**src/design/oah_pkg.sv**
```systemverilog
// Shared types and constants for the open-addressing hash set.
// Used by oah_rem, oah_mem, open_addressing_hash_set_unit, oah_checker and tb; depends on nothing.
package oah_pkg;

  localparam int unsigned DefCapacity = 1024;
  localparam int unsigned KeyW = 32;
  localparam int unsigned SizeW = 11;
  localparam int unsigned StepW = 10;
  localparam int unsigned SlotW = 10;
  localparam int unsigned CntW = 11;
  localparam int unsigned CfgW = 11;
  localparam int unsigned StepDivW = 12;
  localparam int unsigned RemBpc = 4;

  localparam logic [SizeW-1:0] SizeReset = 11'd1021;
  localparam logic [StepW-1:0] StepReset = 10'd1;
  localparam logic [SizeW-1:0] SizeMin = 11'd2;

  typedef enum logic [1:0] {
    ModeInsert = 2'd0,
    ModeDelete = 2'd1,
    ModeFind   = 2'd2,
    ModeClear  = 2'd3
  } mode_e;

  typedef enum logic [1:0] {
    StatusOk       = 2'd0,
    StatusNotFound = 2'd1,
    StatusPresent  = 2'd2,
    StatusFull     = 2'd3
  } status_e;

  typedef enum logic [1:0] {
    MarkEmpty   = 2'd0,
    MarkUsed    = 2'd1,
    MarkDeleted = 2'd2
  } mark_e;

  typedef enum logic {
    RegTableSize = 1'b0,
    RegProbeStep = 1'b1
  } reg_idx_e;

  typedef struct packed {
    mark_e            mark;
    logic [KeyW-1:0]  key;
  } entry_t;

endpackage

```
**src/design/oah_rem.sv**
```systemverilog
// Iterative restoring remainder unit, four dividend bits per cycle.
// Computes an unsigned dividend modulo an 11-bit divisor; uses oah_pkg.
module oah_rem #(
  parameter int unsigned DivW = oah_pkg::KeyW
) (
  input  logic                       clk_i,
  input  logic                       rst_ni,
  input  logic                       start_i,
  input  logic [DivW-1:0]            dividend_i,
  input  logic [oah_pkg::SizeW-1:0]  divisor_i,
  output logic                       busy_o,
  output logic [oah_pkg::SizeW-1:0]  rem_o
);
  import oah_pkg::*;

  localparam int unsigned Iter = DivW / RemBpc;
  localparam int unsigned IterCntW = (Iter > 1) ? $clog2(Iter) : 1;

  logic                busy_q, busy_d;
  logic [IterCntW-1:0] cnt_q, cnt_d;
  logic [DivW-1:0]     dvd_q, dvd_d;
  logic [SizeW-1:0]    div_q, div_d;
  logic [SizeW-1:0]    rem_q, rem_d;
  logic [SizeW-1:0]    part;
  logic [SizeW:0]      trial;

  always_comb begin
    part = rem_q;
    trial = '0;
    for (int j = 0; j < int'(RemBpc); j++) begin
      trial = {part, dvd_q[DivW-1-j]};
      if (trial >= {1'b0, div_q}) begin
        trial = trial - {1'b0, div_q};
      end
      part = trial[SizeW-1:0];
    end
  end

  always_comb begin
    busy_d = busy_q;
    cnt_d = cnt_q;
    dvd_d = dvd_q;
    div_d = div_q;
    rem_d = rem_q;
    if (start_i) begin
      busy_d = 1'b1;
      cnt_d = IterCntW'(Iter - 1);
      dvd_d = dividend_i;
      div_d = divisor_i;
      rem_d = '0;
    end else if (busy_q) begin
      dvd_d = dvd_q << RemBpc;
      rem_d = part;
      if (cnt_q == '0) begin
        busy_d = 1'b0;
      end else begin
        cnt_d = cnt_q - 1'b1;
      end
    end
  end

  always_ff @(posedge clk_i or negedge rst_ni) begin
    if (!rst_ni) begin
      busy_q <= 1'b0;
      cnt_q <= '0;
    end else begin
      busy_q <= busy_d;
      cnt_q <= cnt_d;
    end
  end

  always_ff @(posedge clk_i) begin
    dvd_q <= dvd_d;
    div_q <= div_d;
    rem_q <= rem_d;
  end

  assign busy_o = busy_q;
  assign rem_o = rem_q;

endmodule

```
**config.mk**
```make
export PLATFORM = sky130hd
export DESIGN_NAME = oah_rem
export DESIGN_NICKNAME = d
export VERILOG_FILES = /design/src/design/oah_pkg.sv /design/src/design/oah_rem.sv
export SDC_FILE = /design/constraint.sdc
export NUM_CORES = 1
export LEC_CHECK = 0
export BUFFER_PORTS_ARGS = -buffer_cell sky130_fd_sc_hd__buf_2
export CELL_PAD_IN_SITES_DETAIL_PLACEMENT = 0
export CELL_PAD_IN_SITES_GLOBAL_PLACEMENT = 2
export CORE_ASPECT_RATIO = 2
export CORE_UTILIZATION = 40
export CTS_CLUSTER_DIAMETER = 100
export DETAILED_ROUTE_END_ITERATION = 8
export PLACE_DENSITY_LB_ADDON = 0.1
export SLEW_MARGIN = 15
export SYNTH_ARGS = -nofsm -noshare
export SYNTH_HDL_FRONTEND = slang
export SYNTH_SLANG_ARGS = --single-unit
```
**constraint.sdc**
```tcl
create_clock -name clk_i -period 15.2 [get_ports clk_i]
set_input_delay 3.04 -clock clk_i [delete_from_list [all_inputs] [get_ports clk_i]]
set_output_delay 3.04 -clock clk_i [all_outputs]
set_load 0.1 [all_outputs]
```
* Yosys cells after proc, flatten, opt, wreduce, memory -nomap -nowiden
Cells that the tools add are included.
Storage, ports and cells: output and inout bits 12, register bits after elaboration 58
Operators by class: multiplexer cells 12, eq/ne operators 1, magnitude comparators 4, reductions and logical operators 3, $add $sub $neg 5
Operators with widths (count):
- two-way mux 32 bit | 2
- greater-or-equal comparator 12 x 11 -> 1 bit | 4
- two-way mux 11 bit | 4
- subtractor 11 bit | 4
- two-way mux 3 bit | 3
- logical NOT 3 bit | 1
- two-way mux 1 bit | 3
- subtractor 3 x 1 -> 3 bit, second input constant | 1
- != test 2 bit, second input constant | 1
- AND reduction 2 bit | 1
- nonzero test 2 bit | 1

* Depth between registers and ports, before layout
depth in word-level cells 8, depth in mapped cells 35, mapped depth without buffers 34

* Least setup slack after synthesis
No wires, ideal clock.
path type reg-to-reg, start point register rem_q[0] (netlist: rem_o[0]), end point register rem_q[1] (netlist: rem_o[1]), setup slack 6.754 ns, period minus slack after synthesis 8.446 ns, buffers on the path 2, arrival time 8.319 ns, cell stages (with the launch flop) 35, setup time 0.127 ns, cell sequence dfxtp_1 > inv_1 > fa_1 > nand2b_1 > a211oi_4 > o31ai_4 > nand2_2 > mux2_2 > ha_1 > nand4_1 > nor2_1 > a41oi_1 > o31ai_4 > nor2_1 > buf_2 > mux2_2 > ha_1 > a21oi_1 > o211ai_1 > a31o_2 > a21oi_1 > o21a_1 > o21a_1 > mux2_2 > fa_1 > nor2b_1 > o31a_1 > o31a_1 > nor3_1 > o31ai_1 > nor2_1 > mux2i_1 > buf_4 > nor4b_1 > or3_1
Between the ends: longest elaborated chain between the ends 8, elaborated cells on any way between the ends 12
RTL lines:
- from (decl) | line oah_rem.sv:23 | logic [SizeW-1:0] rem_q, rem_d;
- from (signal assigned) | line oah_rem.sv:75 | rem_q <= rem_d;
- subtractor 11 bit / greater-or-equal comparator 12 x 11 -> 1 bit (equally long branches) | line oah_rem.sv:33, oah_rem.sv:32
- two-way mux 11 bit (*) | line oah_rem.sv:32 | if (trial >= {1'b0, div_q}) begin
- subtractor 11 bit / greater-or-equal comparator 12 x 11 -> 1 bit (equally long branches) | line oah_rem.sv:33, oah_rem.sv:32
- two-way mux 11 bit (*) | line oah_rem.sv:32
- greater-or-equal comparator 12 x 11 -> 1 bit / subtractor 11 bit (equally long branches) | line oah_rem.sv:32, oah_rem.sv:33
- two-way mux 11 bit (*) | line oah_rem.sv:32
- subtractor 11 bit / greater-or-equal comparator 12 x 11 -> 1 bit (equally long branches) | line oah_rem.sv:33, oah_rem.sv:32
- two-way mux 11 bit (*) | line oah_rem.sv:32
Mark *: on every way between the ends. The rest lies on a longest branch, timed or not. A chain may end at the register's enable or synchronous reset.

* Worst setup path after layout
start point register div_q[0], end point register rem_q[1] (netlist: rem_o[1])
Between the ends: longest elaborated chain between the ends 8, elaborated cells on any way between the ends 12
RTL lines:
- from (decl) | line oah_rem.sv:22 | logic [SizeW-1:0] div_q, div_d;
- from (signal assigned) | line oah_rem.sv:74 | div_q <= div_d;
- subtractor 11 bit / greater-or-equal comparator 12 x 11 -> 1 bit (equally long branches) | line oah_rem.sv:33, oah_rem.sv:32
- two-way mux 11 bit | line oah_rem.sv:32
- subtractor 11 bit / greater-or-equal comparator 12 x 11 -> 1 bit (equally long branches) | line oah_rem.sv:33, oah_rem.sv:32
- two-way mux 11 bit | line oah_rem.sv:32
- greater-or-equal comparator 12 x 11 -> 1 bit / subtractor 11 bit (equally long branches) | line oah_rem.sv:32, oah_rem.sv:33
- two-way mux 11 bit | line oah_rem.sv:32
- subtractor 11 bit / greater-or-equal comparator 12 x 11 -> 1 bit (equally long branches) | line oah_rem.sv:33, oah_rem.sv:32
- two-way mux 11 bit (*) | line oah_rem.sv:32
Marks and branches as above.

==> metrics.md <==
| Metric | Value |
|---|---|
| Max-Cap Viols | 0 |
| Top cells by area, synth | edfxtp_1 (27%), ha_1 (12%), mux2_2 (11%) |
| Antenna Violating Nets Remaining | 0 |
| Min-Delay Path Class | flip-flop to flip-flop |
| Max-slew violations | 0 |
| Core area | 11700 µm² |
| Fillers | about 1100 |
| Number of global-route vias before repair | slightly above 4000 |
| Fin Clk Skew | about 0.0048 ns |
| Max Freq | 107 MHz |
| Post-synth EDFFs | 43 |
| CP peak stage delay | around 0.69 ns |
| IO buf count | between 50 and 60 |
| Setup violators final | 0 |
| Synthesized area | 4810 µm² |
| CTS root buf | clkbuf_16 |
| Post-Synthesis Cells | 472 |
| Core Util, Final | 47.5% |
| Share of cells above drive strength 1 | 25.2% |
| Reg-to-reg startpoint | div_q[0]$_DFFE_PP_ |
| Routability cong. | between 0.9 and 1 |
| Synth warnings | 0 |
| All-Layer GR Usage | a little under a quarter |
| Postcts setup bufs | 0 |
| Crit. End Element | flip-flop |
| Starting Density | slightly above 40% |
| Fin crit period | 9.33 ns |
| Status | complete, no violations |
| Top-area cell type share of the netlist area | 26.8% |
| Commonest cells after routing, fill and taps aside | buf_2 (57), mux2_2 (48), ha_1 (46) |
| Die X | roughly 80 µm |
| Final period util | 61.4% |
| Initial DRC count | approximately 130 |
| CTS clock-pin slew for the worst setup and hold paths | ~0.05 ns |
| H-tree levels | 3 |
| Tightest Pin Transition | between 0.8 and 0.9 ns |
| Clock buffer depth | 2 |
| Normalized max-slew margin | roughly 42% |
| RSZ-0062 raised after global routing | no |
| Top FF cell, synth | edfxtp_1 |
| Num rows | 56 |
| Ant diodes | 0 |
| Critical path required time | ~15 ns |
| GRT overflow | 0 |
| CP Launch Type | flip-flop |
| TritonCTS Buffers | 9 |
| Yosys top cell by area | edfxtp_1 |
| Io pins | 58 |
| Largest net degree at the start of global routing | a little over 60 |
| Post-CTS sizing | 0 |
| Max FO, Critical Path | 12 |
| Clock Latency Late Sink | between 0.3 and 0.4 ns |
| Die H | about 160 µm |
| DP Wirelength | around 11 mm |
| Post-synthesis sequential area ratio | between 30% and 40% |
| TritonCTS clock tree | yes |
| Setup TNS | 0 ns |
| Wirelength per Cell | roughly 20 µm |
| Routed via count | just under 4000 |
| Flip-flop and latch area | around 1600 µm² |
| Initial antenna violation count | 0 |
| Average cell area after synthesis | ~10 µm² |
| Pre-antenna DRT Iters | 4 |
| Yosys reg bits | 58 |
| Synthesis-to-layout area growth | 15.5% |
| First-pass GRT wire length | approximately 21 mm |
| CTS Hold Bufs | 0 |
| Master of the slowest instance on the critical path | nor2_1 |
| Mapped Nets | approximately 570 |
| Most common cell after layout, fill and taps aside | buf_2 |
| Layout Nets | between 600 and 700 |
| # DRC | 0 |
| Footprint of the multi-input gates | about 3000 µm² |
| Ys async rst share | around 6.9% |
| DR vias/cell | 5.73 |
| CP startpoint | div_q[0]$_DFFE_PP_ |
| Yosys cell types | 60 |
| # clock sinks | 58 |
| Most frequent cell on the critical path | ha_1 |
| Critical path class | flip-flop to flip-flop |
| Die area | around 13000 µm² |
| WP data arrival | ~9.5 ns |
| Routed wire length | approximately 14 mm |
| Hold path start | cnt_q[0]$_DFFE_PN0P_ |
| Hold Fails Final Rpt | 0 |
[area by class of cell]
type | count | area share, %
Timing Repair Buffer | 59 | 5.40
Clock inverter | 6 | 1.46
Multi-Input combinational cell | 373 | 54.7
Sequential cell | 58 | 29.0
Inverter | 30 | 2.03
Clock buffer | 10 | 4.12
Tap cell | 145 | 3.26
[critical path: cells and delay by family, from the launching register on]
| kind | cells | cell delay, ns |
|---|---|---|
| compound gates | 15 | 3.53 |
| flops | 1 | 0.45 |
| fa+ha+maj | 5 | 1.85 |
| mux | 3 | 0.93 |
| buf+inv | 1 | 0.21 |
| simple gates | 9 | 2.22 |
[state kept, by name (all words and copies together), names as in the netlist]
signal,cells
div_q,11
cnt_q,3
busy_o,1
rem_o,11
dvd_q,32
[cell usage after synthesis (all sizes together) (4+ instances only)]
cell type   n
mux2       49
ha         46
edfxtp     43
nor2       35
inv        30
a21oi      23
o21ai      19
a211oi     16
xnor2      15
nand2      13
o21a       13
dfxtp      11
mux2i      11
nand3      11
nor3       11
a21o        9
nand2b      9
nand4       9
xor2        9
nor2b       8
and2        6
and3        6
clkbuf      6
buf         5
o211ai      5
o31a        5
dfrtp       4
fa          4
o21bai      4
o31ai       4
or3         4
[metrics by stage]
step	setup slack (ns)	instances	area [µm²]	hold WS (ns)
floorplan	6.75	472	4810	0.487
global placement	6.19	665	5250	0.508
global route	5.31	681	5560	0.548
detailed placement	5.98	665	5250	0.508
CTS	5.94	681	5560	0.527
finish	5.87	681	5560	0.520
[kinds of logic after synthesis]
group	count (synthesis)	share of synthesized area [%]
adders and majority gates	50	13.6
muxes	60	13.8
xor gates and xnor gates	24	4.37
and+or+nand+nor	123	13.5
DFF	58	33.5
buffers and inverters	41	3.33
AOI/OAI and AO/OA	116	17.9
[worst paths after layout]
kind / to / slack, ns / depth (start not counted)
max: rem_o[1]$_SDFFE_PP0P_ / 5.87 / 33
min: cnt_q[0]$_DFFE_PN0P_ / 0.52 / 2
max reg2reg: rem_o[1]$_SDFFE_PP0P_ / 5.87 / 33
min reg2reg: cnt_q[0]$_DFFE_PN0P_ / 0.52 / 2
max in group asynchronous: cnt_q[2]$_DFFE_PN0P_ / 12.58 / 1
min in group asynchronous: busy_o$_DFF_PN0_ / 2.51 / 1
[layer usage]
| layer | vias up | wire length (µm) | global-route usage [%] |
|---|---|---|---|
| li1 | 1907 | - | - |
| met1 | 1852 | 4660 | 22.0 |
| met2 | 104 | 7600 | 44.4 |
| met3 | 42 | 390 | 3.36 |
| met4 | 0 | 934 | 17.2 |
| met5 | - | 0 | 0 |
Power is not shown: default switching activity piles up to over one toggle a cycle in this logic, so the estimate is an artifact.
